### src/rbei_pkg.sv
// Shared types, constants and saturation helpers for the 2D rigid body integrator.
// No dependencies; every other file of the block imports this package.
`default_nettype none

package rbei_pkg;

	localparam int Q_W       = 32;
	localparam int DEPTH_W   = 31;
	localparam int DRAG_W    = 17;
	localparam int TS_W      = 16;
	localparam int BLK_W     = 4;
	localparam int CFG_IDX_W = 3;
	localparam int MUL_W     = 33;
	localparam int PROD_W    = 2 * MUL_W;

	// standard gravity, -9.8 in Q16.16
	localparam logic signed [MUL_W-1:0] GRAVITY_Q16 = -33'sd642253;
	localparam logic [DRAG_W-1:0] ONE_Q16 = 17'd65536;

	localparam logic [Q_W-1:0]       RST_INV_MASS  = 32'd65536;
	localparam logic [Q_W-1:0]       RST_GRAV_SCL  = 32'd65536;
	localparam logic [TS_W-1:0]      RST_TIME_STEP = 16'd1311;

	// blocked flag bits
	localparam int BLK_LEFT  = 0;
	localparam int BLK_RIGHT = 1;
	localparam int BLK_DOWN  = 2;
	localparam int BLK_UP    = 3;

	typedef enum logic [1:0] {
		REQ_FORCE   = 2'd0,
		REQ_IMPULSE = 2'd1,
		REQ_TICK    = 2'd2,
		REQ_CONTACT = 2'd3
	} req_kind_t;

	typedef enum logic [CFG_IDX_W-1:0] {
		CFG_INV_MASS  = 3'd0,
		CFG_GRAV_SCL  = 3'd1,
		CFG_DRAG      = 3'd2,
		CFG_GRAV_EN   = 3'd3,
		CFG_KINEMATIC = 3'd4,
		CFG_TIME_STEP = 3'd5
	} cfg_idx_t;

	typedef enum logic [2:0] {
		MA_VX, MA_VY, MA_GRAV, MA_ACC0, MA_ACC1, MA_VEL0, MA_VEL1
	} mul_a_t;

	typedef enum logic [2:0] {
		MB_IMASS, MB_GSCALE, MB_TS, MB_KEEP, MB_DEPTH
	} mul_b_t;

	typedef enum logic [3:0] {
		WD_NONE, WD_ACC0, WD_ACC1, WD_IMP0, WD_IMP1,
		WD_VEL0, WD_VEL1, WD_POS0, WD_POS1
	} wb_dst_t;

	typedef struct packed {
		logic    latch_item;
		mul_a_t  mul_a;
		mul_b_t  mul_b;
		wb_dst_t wb_dst;
		logic    wb_add;     // add to destination, else replace
		logic    wb_clamp;   // zero velocity pointing into a blocked side
		logic    wb_half;    // contact: halve when other body is dynamic
		logic    imp_add;
		logic    clear_ia;
		logic    set_flags;
		logic    load_out;
	} ctrl_cmd_t;

	typedef struct packed {
		req_kind_t kind;
		logic      kinematic;
		logic      apply_grav;
	} ctrl_status_t;

	function automatic logic signed [Q_W-1:0] sat_prod(input logic signed [PROD_W-1:0] v);
		logic signed [PROD_W-1:0] hi;
		logic signed [PROD_W-1:0] lo;
		hi = {{(PROD_W-Q_W+1){1'b0}}, {(Q_W-1){1'b1}}};
		lo = ~hi;
		if (v > hi)
			return hi[Q_W-1:0];
		else if (v < lo)
			return lo[Q_W-1:0];
		else
			return v[Q_W-1:0];
	endfunction

	function automatic logic signed [Q_W-1:0] sat_add(input logic signed [Q_W-1:0] a,
			input logic signed [Q_W-1:0] b);
		logic signed [Q_W:0] s;
		s = {a[Q_W-1], a} + {b[Q_W-1], b};
		if (s[Q_W] != s[Q_W-1])
			return s[Q_W] ? {1'b1, {(Q_W-1){1'b0}}} : {1'b0, {(Q_W-1){1'b1}}};
		else
			return s[Q_W-1:0];
	endfunction

endpackage

`default_nettype wire

### src/rbei_ctrl.sv
// Sequencer for the integrator: walks each item through the shared multiplier steps.
// Depends on rbei_pkg; drives rbei_dp through ctrl_cmd_t, reads ctrl_status_t.
`default_nettype none

module rbei_ctrl (
	input  wire                   clk,
	input  wire                   arst_n,
	input  wire                   in_valid,
	output logic                  in_ready,
	output logic                  out_valid,
	input  wire                   out_ready,
	input  rbei_pkg::ctrl_status_t status,
	output rbei_pkg::ctrl_cmd_t   cmd
);
	import rbei_pkg::*;

	typedef enum logic [3:0] {
		S_IDLE, S_DISP, S_F_Y, S_F_W, S_I_Y, S_I_W,
		S_T_AX, S_T_AY, S_T_DX, S_T_DY, S_T_PX, S_T_PY, S_T_PW,
		S_C_Y, S_C_W, S_DONE
	} state_t;

	state_t state_q;
	logic   out_valid_q;
	logic   out_free;

	assign in_ready  = (state_q == S_IDLE);
	assign out_valid = out_valid_q;
	assign out_free  = !out_valid_q || out_ready;

	always_comb begin
		cmd.latch_item = in_valid && (state_q == S_IDLE);
		cmd.mul_a      = MA_VX;
		cmd.mul_b      = MB_IMASS;
		cmd.wb_dst     = WD_NONE;
		cmd.wb_add     = 1'b0;
		cmd.wb_clamp   = 1'b0;
		cmd.wb_half    = 1'b0;
		cmd.imp_add    = 1'b0;
		cmd.clear_ia   = 1'b0;
		cmd.set_flags  = 1'b0;
		cmd.load_out   = 1'b0;
		case (state_q)
			S_DISP: begin
				case (status.kind)
					REQ_TICK: begin
						cmd.imp_add = !status.kinematic;
						cmd.mul_a   = MA_GRAV;
						cmd.mul_b   = MB_GSCALE;
					end
					REQ_CONTACT: begin
						cmd.mul_a = MA_VX;
						cmd.mul_b = MB_DEPTH;
					end
					default: begin
						cmd.mul_a = MA_VX;
						cmd.mul_b = MB_IMASS;
					end
				endcase
			end
			S_F_Y: begin
				cmd.mul_a  = MA_VY;
				cmd.wb_dst = WD_ACC0;
				cmd.wb_add = 1'b1;
			end
			S_F_W: begin
				cmd.wb_dst = WD_ACC1;
				cmd.wb_add = 1'b1;
			end
			S_I_Y: begin
				cmd.mul_a  = MA_VY;
				cmd.wb_dst = WD_IMP0;
			end
			S_I_W: cmd.wb_dst = WD_IMP1;
			S_T_AX: begin
				cmd.wb_dst = status.apply_grav ? WD_ACC1 : WD_NONE;
				cmd.wb_add = 1'b1;
				cmd.mul_a  = MA_ACC0;
				cmd.mul_b  = MB_TS;
			end
			S_T_AY: begin
				cmd.wb_dst = WD_VEL0;
				cmd.wb_add = 1'b1;
				cmd.mul_a  = MA_ACC1;
				cmd.mul_b  = MB_TS;
			end
			S_T_DX: begin
				cmd.wb_dst = WD_VEL1;
				cmd.wb_add = 1'b1;
				cmd.mul_a  = MA_VEL0;
				cmd.mul_b  = MB_KEEP;
			end
			S_T_DY: begin
				cmd.wb_dst   = WD_VEL0;
				cmd.wb_clamp = 1'b1;
				cmd.mul_a    = MA_VEL1;
				cmd.mul_b    = MB_KEEP;
			end
			S_T_PX: begin
				cmd.wb_dst   = WD_VEL1;
				cmd.wb_clamp = 1'b1;
				cmd.mul_a    = MA_VEL0;
				cmd.mul_b    = MB_TS;
			end
			S_T_PY: begin
				cmd.wb_dst = WD_POS0;
				cmd.wb_add = 1'b1;
				cmd.mul_a  = MA_VEL1;
				cmd.mul_b  = MB_TS;
			end
			S_T_PW: begin
				cmd.wb_dst   = WD_POS1;
				cmd.wb_add   = 1'b1;
				cmd.clear_ia = 1'b1;
			end
			S_C_Y: begin
				cmd.wb_dst  = WD_POS0;
				cmd.wb_add  = 1'b1;
				cmd.wb_half = 1'b1;
				cmd.mul_a   = MA_VY;
				cmd.mul_b   = MB_DEPTH;
			end
			S_C_W: begin
				cmd.wb_dst    = WD_POS1;
				cmd.wb_add    = 1'b1;
				cmd.wb_half   = 1'b1;
				cmd.set_flags = 1'b1;
			end
			S_DONE: cmd.load_out = out_free;
			default: ;
		endcase
	end

	always_ff @(posedge clk or negedge arst_n) begin
		if (!arst_n) begin
			state_q     <= S_IDLE;
			out_valid_q <= 1'b0;
		end else begin
			// a new result replaces one that leaves in the same cycle
			if (state_q == S_DONE && out_free)
				out_valid_q <= 1'b1;
			else if (out_valid_q && out_ready)
				out_valid_q <= 1'b0;
			case (state_q)
				S_IDLE: if (in_valid) state_q <= S_DISP;
				S_DISP: begin
					if (status.kinematic)
						state_q <= S_DONE;
					else begin
						case (status.kind)
							REQ_FORCE:   state_q <= S_F_Y;
							REQ_IMPULSE: state_q <= S_I_Y;
							REQ_TICK:    state_q <= S_T_AX;
							default:     state_q <= S_C_Y;
						endcase
					end
				end
				S_F_Y:  state_q <= S_F_W;
				S_F_W:  state_q <= S_DONE;
				S_I_Y:  state_q <= S_I_W;
				S_I_W:  state_q <= S_DONE;
				S_T_AX: state_q <= S_T_AY;
				S_T_AY: state_q <= S_T_DX;
				S_T_DX: state_q <= S_T_DY;
				S_T_DY: state_q <= S_T_PX;
				S_T_PX: state_q <= S_T_PY;
				S_T_PY: state_q <= S_T_PW;
				S_T_PW: state_q <= S_DONE;
				S_C_Y:  state_q <= S_C_W;
				S_C_W:  state_q <= S_DONE;
				S_DONE: begin
					if (out_free)
						state_q <= S_IDLE;
				end
				default: state_q <= S_IDLE;
			endcase
		end
	end

endmodule

`default_nettype wire

### config.mk
export PLATFORM = sky130hd
export DESIGN_NAME = rbei_ctrl
export DESIGN_NICKNAME = d
export VERILOG_FILES = /design/src/rbei_pkg.sv /design/src/rbei_ctrl.sv
export SDC_FILE = /design/constraint.sdc
export NUM_CORES = 1
export LEC_CHECK = 0
export ABC_AREA = 1
export BUFFER_PORTS_ARGS = -buffer_cell sky130_fd_sc_hd__buf_4
export CAP_MARGIN = 20
export CORE_AREA = 2 2 39 41
export CTS_CLUSTER_SIZE = 12
export DETAILED_ROUTE_END_ITERATION = 10
export DIE_AREA = 0 0 41 43
export PLACE_DENSITY = 0.84
export SETUP_SLACK_MARGIN = 0.2
export SLEW_MARGIN = 30
export SYNTH_ARGS = -nofsm -noshare
export SYNTH_HDL_FRONTEND = slang
export SYNTH_SLANG_ARGS = --single-unit
### constraint.sdc
create_clock -name clk -period 1.7 [get_ports clk]
set_input_delay 0.34 -clock clk [delete_from_list [all_inputs] [get_ports clk]]
set_output_delay 0.34 -clock clk [all_outputs]
set_load 0.005 [all_outputs]
# Word-level counts from Yosys, hierarchy flattened
# Index checks and enable logic that the tools add are counted.
# W data, S select, Z words.
[word_totals]
reg_bits = 5
inputBits = 8
output_inout_bits = 20
word_cells = 64
[classes]
eq_ne = 20
n_mux = 20
n_reduce_logical = 22
[ops]
columns = ["cell", "count"]
rows = [
  ["$pmux W4 S13", 1],
  ["$pmux W4 S9", 1],
  ["$eq A4 B4 Y1 const B", 8],
  ["$pmux W3 S6", 1],
  ["$eq A4 B3 Y1 const B", 4],
  ["$reduce_or A2 Y1", 8],
  ["$mux W4", 3],
  ["$pmux W3 S4", 1],
  ["$pmux W4 S3", 1],
  ["$mux W1", 10],
  ["$pmux W5 S2", 1],
  ["$reduce_or A9 Y1", 1],
  ["$eq A4 B2 Y1 const B", 2],
  ["$reduce_or A4 Y1", 2],
  ["$eq A2 B2 Y1 const B", 2],
  ["$eq A4 B1 Y1 const B", 1],
  ["$logic_not A4 Y1", 1],
  ["$ne A2 B2 Y1 const B", 2],
  ["$logic_and A1 B1 Y1", 3],
  ["$reduce_or A3 Y1", 1],
  ["$eq A2 B1 Y1 const B", 1],
  ["$logic_not A1 Y1", 2],
  ["$logic_not A2 Y1", 1],
  ["$mux W2", 1],
  ["other kinds (3)", 3],
]

# Longest topological paths before layout
# Gate-level depths: netlist (run 1).
[depth]
word_depth = 4
mapped_depth = 8
mapped_depth_nobuf = 8

# Worst setup path before layout (run 1)
# OpenSTA, ideal clock, no wires.
[synth_timing]
kind = "register -> output"
startpoint = "reg state_q[3]"
endpoint = "out cmd[3] (netlist name)"
t_arrival_ps = 1060
required_time_ps = 1360
setup_slack_ps = 300
stages_incl_launch_ff = 6
n_path_buf = 0
path_cell_list = "dfrtp_1 > nor2_2 > inv_2 > nor2_1 > nand3_1 > nor2_1"
[synth_rtl]
columns = ["item", "line", "text"]
rows = [
  ["start, declared", "rbei_ctrl.sv:23", "state_t state_q;"],
  ["start signal, assigned", "rbei_ctrl.sv:136", "state_q <= S_IDLE;"],
  ["start signal, assigned", "rbei_ctrl.sv:145", "S_IDLE: if (in_valid) state_q <= S_DISP;"],
  ["start signal, assigned", "rbei_ctrl.sv:148", "state_q <= S_DONE;"],
  ["end, declared", "rbei_ctrl.sv:13", "output rbei_pkg::ctrl_cmd_t cmd"],
]

==> impl_metrics.xml, run 1 <==
<?xml version="1.0" encoding="UTF-8"?>
<metrics>
  <group name="run_status">
    <metric name="status" unit="">complete, but fails checks</metric>
    <metric name="failing_checks" unit="">negative setup slack</metric>
  </group>
  <group name="sta">
    <metric name="grt_setup_unrepaired" unit="">true</metric>
    <metric name="tightestPinTransition" unit="ns">0.2480</metric>
    <metric name="postLayoutSetupSlackWorst" unit="ns">-0.1457</metric>
    <metric name="final.period_utilization" unit="%">108.6</metric>
    <metric name="slew_headroom" unit="%">83.32</metric>
    <metric name="slew_viol_final" unit="">0</metric>
    <metric name="max_freq" unit="MHz">541.8</metric>
    <metric name="fin_skew" unit="ns">0.001386</metric>
    <metric name="hold_viol_final" unit="">0</metric>
    <metric name="post-route-min-period" unit="ns">1.846</metric>
    <metric name="setup_violations_final" unit="">9</metric>
  </group>
  <group name="final_layout">
    <metric name="final_cell_area" unit="sq mm">0.001126</metric>
    <metric name="num-fill-cells" unit="">80</metric>
    <metric name="number_of_diodes_added_for_antenna_fixing" unit="">0</metric>
    <metric name="drive_above_1_share" unit="%">63.45</metric>
    <metric name="flow.area_growth_from_synthesis" unit="%">103.6</metric>
    <metric name="multi_input_comb_area" unit="sq um">500.5</metric>
    <metric name="area_taken_by_flip_flops_and_latches" unit="sq um">130.1</metric>
    <metric name="design.final.nets" unit="">154</metric>
  </group>
  <group name="floorplanning">
    <metric name="std_cell_rows" unit="">14</metric>
    <metric name="die_boundary_height" unit="microns">43</metric>
    <metric name="initial_cell_density_of_the_core" unit="%">39.96</metric>
    <metric name="floorplan.core_area" unit="sq mm">0.001384</metric>
    <metric name="die_area" unit="sq mm">0.001763</metric>
    <metric name="fp.dieW" unit="microns">41</metric>
    <metric name="io_pins" unit="">28</metric>
  </group>
  <group name="worst_setup_path">
    <metric name="worstPathMaxFanout" unit="">6</metric>
    <metric name="cp_top_family" unit="">buffers and inverters</metric>
    <metric name="cp.buffers_inverters" unit="">3</metric>
    <metric name="cells_traversed_along_the_worst_timing_path" unit="">inv_4 &gt; nand2_4 &gt; buf_4 &gt; o31ai_1 &gt; buf_4</metric>
    <metric name="data_required_time_at_the_worst_endpoint" unit="ns">1.36</metric>
    <metric name="cp_common_cell" unit="">sky130_fd_sc_hd__buf_4</metric>
    <metric name="crit-reg2reg-capture" unit="">state_q[2]</metric>
    <metric name="timing.rr.start" unit="">state_q[0]</metric>
    <metric name="arrival" unit="ns">1.51</metric>
    <metric name="path_class" unit="">reg -&gt; out</metric>
    <metric name="end_kind" unit="">output pin</metric>
    <metric name="rrSetupSlack" unit="ns">0.29</metric>
    <metric name="timing.critical_path.slowest_cell_delay" unit="ns">0.45</metric>
    <metric name="worstSetupStartpointType" unit="">flop</metric>
    <metric name="ff2ff_path_depth" unit="">7</metric>
    <metric name="worst_path_max_delay_cell" unit="">sky130_fd_sc_hd__dfrtp_2</metric>
  </group>
  <group name="pwr">
    <metric name="post-layout-total-power" unit="mW">2.619</metric>
    <metric name="cellPowerDensity" unit="mW/mm^2">2326</metric>
    <metric name="irDropWorstVdd" unit="mV">1.104</metric>
    <metric name="leakage" unit="nW">0.5755</metric>
  </group>
  <group name="hold_path">
    <metric name="min_delay_worst_endpoint" unit="">out_valid</metric>
    <metric name="hp-start" unit="">out_ready</metric>
    <metric name="hold_path.class" unit="">in -&gt; reg</metric>
    <metric name="timing.hold.worst_path_depth" unit="">2</metric>
  </group>
  <group name="route">
    <metric name="postRouteWirelength" unit="mm">2.459</metric>
    <metric name="avgRoutedWirePerCell" unit="microns">15.27</metric>
    <metric name="antenna_violating_nets_left" unit="">0</metric>
    <metric name="detailedRoute.firstPassIterationCount" unit="">4</metric>
    <metric name="detailed_router_s_first_iteration_violation_count" unit="">14</metric>
    <metric name="vias" unit="">894</metric>
    <metric name="vias_per_cell" unit="">5.553</metric>
    <metric name="post_route_drc" unit="">0</metric>
  </group>
  <group name="synthesis">
    <metric name="syn_avg_cell_area" unit="sq um">5.947</metric>
    <metric name="synth.yosys.seq_area_share" unit="%">22.62</metric>
    <metric name="synthDominantCellAreaShare" unit="%">22.62</metric>
    <metric name="ys_top_cells_by_area" unit="">sky130_fd_sc_hd__dfrtp_1, sky130_fd_sc_hd__nor2_1, sky130_fd_sc_hd__nand2_1</metric>
    <metric name="yosysWarnings" unit="">0</metric>
    <metric name="postSynthCellCount" unit="">93</metric>
    <metric name="synth_common_cells" unit="">sky130_fd_sc_hd__nor2_1, sky130_fd_sc_hd__nand2_1, sky130_fd_sc_hd__inv_1</metric>
    <metric name="synth_cell_type_count" unit="">20</metric>
    <metric name="post-synth-top-count-cell" unit="">sky130_fd_sc_hd__nor2_1</metric>
    <metric name="ys_seq_elements" unit="">5</metric>
    <metric name="cell_type_with_the_highest_aggregate_area_in_the_netlist" unit="">sky130_fd_sc_hd__dfrtp_1</metric>
    <metric name="synth_edf_count" unit="">0</metric>
    <metric name="synth_nets" unit="">101</metric>
    <metric name="mappedNetlistArea" unit="sq um">553.0</metric>
    <metric name="async_reset_ff_share" unit="%">100.0</metric>
    <metric name="synth_top_flop_cell" unit="">sky130_fd_sc_hd__dfrtp_1</metric>
  </group>
  <group name="placed_design">
    <metric name="hpwlAfterDp" unit="mm">1.320</metric>
    <metric name="buffer_ports.inserted" unit="">27</metric>
    <metric name="routabilityCongestion" unit="">0.8623</metric>
    <metric name="placed_cell_area" unit="sq um">783.3</metric>
  </group>
  <group name="global_routing">
    <metric name="grt.met2_usage" unit="%">45.94</metric>
    <metric name="grt_usage" unit="%">26.84</metric>
    <metric name="grt_max_degree" unit="">7</metric>
    <metric name="global_route_wire_length_before_repair" unit="mm">3.222</metric>
    <metric name="first_global_vias" unit="">788</metric>
    <metric name="globalRoute.totalOverflow" unit="">0</metric>
    <metric name="busiest_layer" unit="">met2</metric>
    <metric name="grt.met3_usage" unit="%">4.188</metric>
    <metric name="antenna_found_initial" unit="">0</metric>
    <metric name="grt.met1_usage" unit="%">28.10</metric>
  </group>
  <group name="cts">
    <metric name="ctsHtreeMaxLevel" unit="">1</metric>
    <metric name="cts_buffers" unit="">3</metric>
    <metric name="worstSkewPairLatency" unit="ns">0.24</metric>
    <metric name="clkSinkCount" unit="">5</metric>
    <metric name="clk_pin_slew_worst_paths" unit="ns">0.04</metric>
    <metric name="clk_root_buffer_cell" unit="">sky130_fd_sc_hd__clkbuf_4</metric>
    <metric name="cts_tree" unit="">yes</metric>
    <metric name="clock_tree.buffer_depth" unit="">2</metric>
  </group>
  <group name="run">
    <metric name="maxCapViolations" unit="">0</metric>
  </group>
</metrics>
==> worst max path at each step <==
| stage | from | end | cells after the start |
|---|---|---|---|
| after floorplan | state_q[3] | cmd[3] | 5 |
| after global placement | state_q[3] | cmd[11] | 6 |
| after detailed placement | state_q[3] | cmd[11] | 6 |
| after CTS | state_q[3] | cmd[9] | 8 |
| after global routing | state_q[2] | cmd[9] | 8 |
| final | state_q[1] | cmd[13] | 5 |
==> worst reg2reg max path, stage by stage, from the launching register on <==
cell,delay (ns)
sky130_fd_sc_hd__dfrtp_2,0.47
sky130_fd_sc_hd__buf_4,0.18
sky130_fd_sc_hd__inv_6,0.08
sky130_fd_sc_hd__nor2_2,0.05
sky130_fd_sc_hd__nand2_1,0.10
sky130_fd_sc_hd__nand2_1,0.09
sky130_fd_sc_hd__nor2_1,0.16
sky130_fd_sc_hd__nand4_1,0.13
==> layer usage <==
metal  up-vias  routed length, microns  part of all wire [%]
met4         0                      87                   3.5
met2        35                    1325                    54
met5         -                       0                     0
met3        12                     102                   4.1
met1       434                     943                    38
li1        413                       -                     -
==> metrics by stage <==
| stage | instances | setup TNS, ns | util (%) | hold slack, ns | setup slack [ns] |
|---|---|---|---|---|---|
| after floorplan | 93 | 0 | - | 0.04441 | 0.3000 |
| after global placement | 137 | 0 | 56.60 | 0.1438 | 0.01288 |
| after detailed placement | 137 | 0 | 56.60 | 0.1437 | 0.0002889 |
| after CTS | 155 | -0.3929 | 69.80 | 0.2939 | -0.08073 |
| after global routing | 161 | -1.182 | 81.37 | 0.2972 | -0.1756 |
| final | 161 | -0.6898 | 81.37 | 0.2950 | -0.1457 |
==> area by class of cell <==
class / count / share of cell area, %
multi-input combinational: 73 / 44.44
clock buffer: 4 / 2.333
timing repair buffer: 48 / 34.00
inverter: 15 / 5.889
sequential: 5 / 11.56
tap: 16 / 1.778
==> flip-flops by register name, summed over array words and instances, names as in the netlist <==
register / count
state_q: 4
out_valid: 1
==> what timing repair did <==
action                                 in CTS  in global routing
setup endpoints to repair                  19                 19
setup buffers                              13                  6
gates resized for setup                    15                 32
endpoints found under the hold margin       5                  0
cloned                                      0                  0
pin swaps                                   6                  8
hold buffers                                1                  0
==> cell usage in the layout, fill, tap and decap left out, types with 2 or more instances in the layout <==
master / n
sky130_fd_sc_hd__o21ai_0: 3
sky130_fd_sc_hd__o21ai_2: 3
sky130_fd_sc_hd__buf_4: 44
sky130_fd_sc_hd__nor2_2: 6
sky130_fd_sc_hd__clkbuf_4: 3
sky130_fd_sc_hd__nand4_1: 4
sky130_fd_sc_hd__a21oi_1: 3
sky130_fd_sc_hd__nand2_1: 12
sky130_fd_sc_hd__nand2_2: 2
sky130_fd_sc_hd__nand2_4: 7
sky130_fd_sc_hd__inv_4: 2
sky130_fd_sc_hd__dfrtp_2: 4
sky130_fd_sc_hd__buf_6: 2
sky130_fd_sc_hd__inv_1: 8
sky130_fd_sc_hd__nand3_1: 3
sky130_fd_sc_hd__nor2_1: 11
sky130_fd_sc_hd__inv_2: 4
sky130_fd_sc_hd__nor2_4: 9
==> where the power goes <==
| part | switching (mW) | internal, mW |
|---|---|---|
| clock network | 0.0482 | 0.0887 |
| logic | 1.09 | 1.04 |
| registers | 0.150 | 0.196 |
==> cells by family after synthesis <==
logic type / Yosys count / synth area share (%)
compound gates: 16 / 17.20
simple gates: 57 / 50.00
buf+inv: 15 / 10.18
flops: 5 / 22.62
Note: power is estimated with default switching activity, not from simulation.
==> run 2, diff against run 1 <==
Settings changed: CAP_MARGIN 20 to default, TNS_END_PERCENT from default to 1.
==> run 2 against run 1 <==
Net effect: the run still ends with negative setup slack left; worst setup slack gained 0.056 ns; clock power about the same; die area unchanged; first-iteration DRC count down 21%; critical path depth increased by 2; sequential cell count stayed put; count of clock-buffer cells in the layout unchanged; wire length fell by 13%; worst hold slack better by 0.0034 ns; core utilization down 9.1 points.
==> impl_metrics.xml, run 2 (same netlist as run 1, synthesis figures left out) <==
<?xml version="1.0" encoding="UTF-8"?>
<metrics>
  <group name="route">
    <metric name="vias_per_cell" unit="">5.513</metric>
    <metric name="detailed_router_s_first_iteration_violation_count" unit="">11</metric>
    <metric name="postRouteWirelength" unit="mm">2.129</metric>
    <metric name="vias" unit="">860</metric>
    <metric name="avgRoutedWirePerCell" unit="microns">13.65</metric>
    <metric name="antenna_violating_nets_left" unit="">0</metric>
    <metric name="detailedRoute.firstPassIterationCount" unit="">5</metric>
    <metric name="post_route_drc" unit="">0</metric>
  </group>
  <group name="floorplanning">
    <metric name="floorplan.core_area" unit="sq mm">0.001384</metric>
    <metric name="std_cell_rows" unit="">14</metric>
    <metric name="die_boundary_height" unit="microns">43</metric>
    <metric name="initial_cell_density_of_the_core" unit="%">39.96</metric>
    <metric name="fp.dieW" unit="microns">41</metric>
    <metric name="die_area" unit="sq mm">0.001763</metric>
    <metric name="io_pins" unit="">28</metric>
  </group>
  <group name="sta">
    <metric name="post-route-min-period" unit="ns">1.790</metric>
    <metric name="slew_viol_final" unit="">0</metric>
    <metric name="setup_violations_final" unit="">10</metric>
    <metric name="fin_skew" unit="ns">0.00008288</metric>
    <metric name="tightestPinTransition" unit="ns">0.2185</metric>
    <metric name="hold_viol_final" unit="">0</metric>
    <metric name="grt_setup_unrepaired" unit="">true</metric>
    <metric name="slew_headroom" unit="%">85.43</metric>
    <metric name="postLayoutSetupSlackWorst" unit="ns">-0.09007</metric>
    <metric name="final.period_utilization" unit="%">105.3</metric>
    <metric name="max_freq" unit="MHz">558.6</metric>
    <metric name="hold-worst-slack" unit="ns">0.2984</metric>
  </group>
  <group name="worst_setup_path">
    <metric name="path_class" unit="">reg -&gt; out</metric>
    <metric name="worstPathMaxFanout" unit="">6</metric>
    <metric name="arrival" unit="ns">1.45</metric>
    <metric name="end_kind" unit="">output pin</metric>
    <metric name="data_required_time_at_the_worst_endpoint" unit="ns">1.36</metric>
    <metric name="worstSetupStartpointType" unit="">flop</metric>
  </group>
  <group name="global_routing">
    <metric name="first_global_vias" unit="">783</metric>
    <metric name="grt_max_degree" unit="">7</metric>
    <metric name="grt_usage" unit="%">26.34</metric>
    <metric name="globalRoute.totalOverflow" unit="">0</metric>
    <metric name="antenna_found_initial" unit="">0</metric>
    <metric name="global_route_wire_length_before_repair" unit="mm">3.174</metric>
  </group>
  <group name="pwr">
    <metric name="fraction_of_power_spent_switching_nets" unit="%">48.39</metric>
    <metric name="cellPowerDensity" unit="mW/mm^2">2268</metric>
    <metric name="share_of_total_power_in_sequential_cells" unit="%">15.2</metric>
    <metric name="internal_power" unit="mW">1.170</metric>
    <metric name="irDropWorstVdd" unit="mV">1.073</metric>
    <metric name="p_clk_share" unit="%">5.9</metric>
    <metric name="post-layout-total-power" unit="mW">2.268</metric>
    <metric name="leakage" unit="nW">0.5288</metric>
    <metric name="power.net_switching" unit="mW">1.097</metric>
    <metric name="power.share.combinational" unit="%">78.9</metric>
  </group>
  <group name="final_layout">
    <metric name="number_of_flip_flops_under_the_largest_register_name" unit="">4</metric>
    <metric name="final_common_cell" unit="">sky130_fd_sc_hd__buf_4</metric>
    <metric name="number_of_diodes_added_for_antenna_fixing" unit="">0</metric>
    <metric name="drive_above_1_share" unit="%">54.29</metric>
    <metric name="layout.cells.most_common_list" unit="">sky130_fd_sc_hd__buf_4, sky130_fd_sc_hd__nor2_1, sky130_fd_sc_hd__nand2_1</metric>
    <metric name="flow.area_growth_from_synthesis" unit="%">80.77</metric>
    <metric name="num-fill-cells" unit="">106</metric>
    <metric name="max_flop_register" unit="">state_q</metric>
    <metric name="design.final.nets" unit="">149</metric>
  </group>
  <group name="cts">
    <metric name="clk_root_buffer_cell" unit="">sky130_fd_sc_hd__clkbuf_4</metric>
    <metric name="clock_tree.buffer_depth" unit="">2</metric>
    <metric name="clkSinkCount" unit="">5</metric>
    <metric name="cts_buffers" unit="">3</metric>
    <metric name="clk_pin_slew_worst_paths" unit="ns">0.04</metric>
    <metric name="worstSkewPairLatency" unit="ns">0.24</metric>
    <metric name="cts_tree" unit="">yes</metric>
    <metric name="ctsHtreeMaxLevel" unit="">1</metric>
  </group>
  <group name="placed_design">
    <metric name="routabilityCongestion" unit="">0.8623</metric>
    <metric name="hpwlAfterDp" unit="mm">1.320</metric>
    <metric name="buffer_ports.inserted" unit="">27</metric>
  </group>
  <group name="run_status">
    <metric name="status" unit="">complete, but fails checks</metric>
    <metric name="failing_checks" unit="">negative setup slack</metric>
  </group>
  <group name="hold_path">
    <metric name="hold_path.class" unit="">in -&gt; reg</metric>
  </group>
  <group name="run">
    <metric name="maxCapViolations" unit="">0</metric>
  </group>
</metrics>
run 2: layout make-up:
type	count	area [sq um]	area share (%)
Multi-Input combinational cell	73	435.4	43.55
Timing Repair Buffer	43	329.1	32.92
Sequential cell	5	130.1	13.02
Inverter	15	58.81	5.882
Clock buffer	4	26.28	2.628
Tap cell	16	20.02	2.003
run 2: layer usage:
layer / up-vias / global-route usage [%] / wire length [microns]
met5: - / 0 / 0
met4: 0 / 16.00 / 107
met3: 16 / 4.712 / 157
met2: 54 / 45.31 / 1093
met1: 386 / 27.12 / 771
li1: 404 / - / -
run 2: worst paths after layout:
path / start / to / slack, ns / cells past startpoint
worst max-delay path: state_q[0] / cmd[9] / -0.09 / 7
worst max register to register: state_q[0] / state_q[3] / 0.36 / 7
max in group asynchronous: arst_n / state_q[1] / 1.15 / 2
worst min register to register: out_valid / out_valid / 0.57 / 2
worst min-delay path: out_ready / out_valid / 0.30 / 2
min in group asynchronous: arst_n / state_q[0] / 0.44 / 2
run 2: through the flow:
stage | area [sq um] | std cells | setup WS [ns] | TNS, ns | utilization, %
finish | 999.7 | 156 | -0.09007 | -0.4526 | 72.24
global placement | 783.3 | 137 | 0.01288 | 0 | 56.60
detailed placement | 783.3 | 137 | 0.0002889 | 0 | 56.60
CTS | 954.7 | 155 | -0.08073 | -0.3903 | 68.99
floorplan | 553.0 | 93 | 0.3000 | 0 | -
global route | 999.7 | 156 | -0.1764 | -1.224 | 72.24
run 2: power groups by stage:
| stage | clock network (mW) | registers, mW | logic [mW] |
|---|---|---|---|
| 2_1_floorplan | 0 | 0.282 | 0.727 |
| 3_3_place_gp | 0 | 0.294 | 1.28 |
| 3_5_place_dp | 0 | 0.297 | 1.29 |
| 4_1_cts | 0.142 | 0.327 | 1.59 |
| 5_1_grt | 0.150 | 0.354 | 1.92 |
| 6_report | 0.134 | 0.345 | 1.79 |
run 2: critical path, stage by stage, from the launching register on:
cell                      delay, ns
sky130_fd_sc_hd__dfrtp_2       0.48
sky130_fd_sc_hd__nand2_4       0.13
sky130_fd_sc_hd__nor2_2        0.07
sky130_fd_sc_hd__nor2_4        0.18
sky130_fd_sc_hd__inv_2         0.05
sky130_fd_sc_hd__nor2_2        0.11
sky130_fd_sc_hd__nand2_1       0.07
sky130_fd_sc_hd__buf_6         0.11
run 2: what timing repair did:
item | CTS | global route
hold buffers | 1 | 0
buffers inserted | 13 | 1
hold endpoints to repair | 5 | 0
endpoints found under the setup margin | 19 | 19
resized for setup | 13 | 11
pin swaps | 6 | 4
==> run 3, diff against run 2 <==
Clock period 1.7 ns to 2 ns, I/O delays scaled along.
==> run 3 against run 2 <==
Net effect: the flow now finishes without violations; combinational power is essentially flat; clock skew is 0.0058 ns higher; global-route usage is 1.1 points lower; largest power group unchanged; wire length increased by 20%; via count shrank 1.3%; final cell count rose by 3.8%; highest routed layer unchanged; die area unchanged; register-to-register slack worse by 0.15 ns; worst hold slack improved by 0.057 ns.
==> impl_metrics.xml, run 3 (same netlist as run 1, synthesis figures left out) <==
<?xml version="1.0" encoding="UTF-8"?>
<metrics>
  <group name="run_status">
    <metric name="status" unit="">completed</metric>
  </group>
  <group name="worst_setup_path">
    <metric name="worst_path_max_delay_cell" unit="">sky130_fd_sc_hd__dfrtp_2</metric>
    <metric name="arrival" unit="ns">1.54</metric>
    <metric name="setup.worst_path.start" unit="">state_q[3]</metric>
    <metric name="ff2ff_path_depth" unit="">12</metric>
    <metric name="rrSetupSlack" unit="ns">0.21</metric>
    <metric name="cells_traversed_along_the_worst_timing_path" unit="">inv_2 &gt; nand2_4 &gt; nor2_1 &gt; o21ai_0 &gt; nand4_1 &gt; buf_4</metric>
    <metric name="timing.critical_path.slowest_cell_delay" unit="ns">0.49</metric>
    <metric name="path_class" unit="">reg -&gt; out</metric>
    <metric name="end_kind" unit="">output pin</metric>
    <metric name="worstPathMaxFanout" unit="">7</metric>
    <metric name="data_required_time_at_the_worst_endpoint" unit="ns">1.60</metric>
    <metric name="worstSetupStartpointType" unit="">flop</metric>
    <metric name="crit-reg2reg-capture" unit="">state_q[3]</metric>
    <metric name="timing.rr.start" unit="">state_q[1]</metric>
  </group>
  <group name="route">
    <metric name="avgRoutedWirePerCell" unit="microns">15.80</metric>
    <metric name="detailedRoute.firstPassIterationCount" unit="">4</metric>
    <metric name="postRouteWirelength" unit="mm">2.560</metric>
    <metric name="post_route_drc" unit="">0</metric>
    <metric name="vias_per_cell" unit="">5.241</metric>
    <metric name="detailed_router_s_first_iteration_violation_count" unit="">30</metric>
    <metric name="vias" unit="">849</metric>
    <metric name="antenna_violating_nets_left" unit="">0</metric>
  </group>
  <group name="final_layout">
    <metric name="number_of_diodes_added_for_antenna_fixing" unit="">0</metric>
    <metric name="flow.area_growth_from_synthesis" unit="%">93.44</metric>
    <metric name="max_flop_register" unit="">state_q</metric>
    <metric name="num-fill-cells" unit="">93</metric>
    <metric name="drive_above_1_share" unit="%">57.53</metric>
    <metric name="post-route-util" unit="%">77.31</metric>
    <metric name="layout.cells.most_common_list" unit="">sky130_fd_sc_hd__buf_4, sky130_fd_sc_hd__nor2_1, sky130_fd_sc_hd__nand2_1</metric>
    <metric name="final_common_cell" unit="">sky130_fd_sc_hd__buf_4</metric>
    <metric name="number_of_flip_flops_under_the_largest_register_name" unit="">4</metric>
    <metric name="multi_input_comb_area" unit="sq um">460.4</metric>
    <metric name="design.final.nets" unit="">155</metric>
    <metric name="layoutNonFillerInstCount" unit="">162</metric>
    <metric name="final_cell_area" unit="sq mm">0.001070</metric>
    <metric name="area_taken_by_flip_flops_and_latches" unit="sq um">130.1</metric>
  </group>
  <group name="sta">
    <metric name="slew_headroom" unit="%">81.90</metric>
    <metric name="hold-worst-slack" unit="ns">0.3557</metric>
    <metric name="slew_viol_final" unit="">0</metric>
    <metric name="max_freq" unit="MHz">516.0</metric>
    <metric name="hold_viol_final" unit="">0</metric>
    <metric name="postLayoutSetupSlackWorst" unit="ns">0.06217</metric>
    <metric name="fin_skew" unit="ns">0.005919</metric>
    <metric name="tightestPinTransition" unit="ns">0.2687</metric>
    <metric name="post-route-min-period" unit="ns">1.938</metric>
    <metric name="finalSetupTns" unit="ns">0</metric>
    <metric name="grt_setup_unrepaired" unit="">true</metric>
    <metric name="setup_violations_final" unit="">0</metric>
    <metric name="final.period_utilization" unit="%">96.89</metric>
  </group>
  <group name="cts">
    <metric name="worstSkewPairLatency" unit="ns">0.25</metric>
    <metric name="ctsHtreeMaxLevel" unit="">1</metric>
    <metric name="clock_tree.buffer_depth" unit="">2</metric>
    <metric name="clk_root_buffer_cell" unit="">sky130_fd_sc_hd__clkbuf_4</metric>
    <metric name="clk_pin_slew_worst_paths" unit="ns">0.05</metric>
    <metric name="clkSinkCount" unit="">5</metric>
    <metric name="cts_buffers" unit="">3</metric>
    <metric name="cts_tree" unit="">yes</metric>
  </group>
  <group name="floorplanning">
    <metric name="std_cell_rows" unit="">14</metric>
    <metric name="floorplan.core_area" unit="sq mm">0.001384</metric>
    <metric name="die_area" unit="sq mm">0.001763</metric>
    <metric name="initial_cell_density_of_the_core" unit="%">39.96</metric>
    <metric name="io_pins" unit="">28</metric>
    <metric name="fp.dieW" unit="microns">41</metric>
    <metric name="die_boundary_height" unit="microns">43</metric>
  </group>
  <group name="hold_path">
    <metric name="min_delay_worst_endpoint" unit="">out_valid</metric>
    <metric name="hold_path.class" unit="">in -&gt; reg</metric>
    <metric name="timing.hold.worst_path_depth" unit="">2</metric>
    <metric name="hp-start" unit="">out_ready</metric>
  </group>
  <group name="placed_design">
    <metric name="buffer_ports.inserted" unit="">27</metric>
    <metric name="dp_cells" unit="">136</metric>
    <metric name="placed_cell_area" unit="sq um">775.7</metric>
    <metric name="hpwlAfterDp" unit="mm">1.302</metric>
    <metric name="setup_ws_pre_cts" unit="ns">0.2740</metric>
    <metric name="routabilityCongestion" unit="">0.8875</metric>
  </group>
  <group name="global_routing">
    <metric name="globalRoute.totalOverflow" unit="">0</metric>
    <metric name="global_route_wire_length_before_repair" unit="mm">3.084</metric>
    <metric name="first_global_vias" unit="">744</metric>
    <metric name="grt_max_degree" unit="">9</metric>
    <metric name="grt_usage" unit="%">25.25</metric>
    <metric name="antenna_found_initial" unit="">0</metric>
  </group>
  <group name="pwr">
    <metric name="irDropWorstVdd" unit="mV">1.122</metric>
    <metric name="cellPowerDensity" unit="mW/mm^2">2055</metric>
    <metric name="post-layout-total-power" unit="mW">2.198</metric>
    <metric name="leakage" unit="nW">0.5564</metric>
  </group>
  <group name="run">
    <metric name="maxCapViolations" unit="">0</metric>
  </group>
</metrics>
==> run 3: repair_timing <==
action                     4_1_cts  5_1_grt
setup buffers                   10       11
pin swaps                        4        8
setup endpoints to repair       10       14
gates resized for setup          9       20
hold endpoints to repair         5        0
hold buffers                     1        0
==> run 3: cell type report <==
type                            count  area share, %
Clock buffer                        4          2.456
Inverter                           15          5.497
Sequential cell                     5          12.16
Multi-Input combinational cell     73          43.04
Tap cell                           16          1.871
Timing Repair Buffer               49          34.97
==> run 3: where the power goes <==
group	switching, mW	internal, mW	leakage [nW]
Sequential	0.133	0.166	0.0564
Combinational	0.885	0.893	0.485
Clock	0.0453	0.0757	0.0150
==> run 3: metal layers <==
layer / global-route usage, % / vias to the layer above / share of wire [%]
met5: 0 / - / 0
li1: - / 407 / -
met4: 14.67 / 0 / 4.2
met3: 2.618 / 12 / 4.1
met2: 42.19 / 35 / 53
met1: 28.85 / 395 / 39
==> run 3: how the worst max path moves through the flow <==
stage | to | slack [ns] | depth (start not counted)
6_report | cmd[8] | 0.06 | 6
4_1_cts | cmd[9] | 0.14 | 8
3_3_place_gp | cmd[11] | 0.26 | 6
5_1_grt | cmd[8] | 0.02 | 6
3_5_place_dp | cmd[11] | 0.27 | 6
2_1_floorplan | cmd[3] | 0.54 | 5
==> run 3: worst max-delay path, delay by kind of cell, from the launching register on <==
kind / cells / cell delay (ns)
simple gates: 3 / 0.39
compound gates: 1 / 0.16
buf+inv: 2 / 0.25
flops: 1 / 0.49
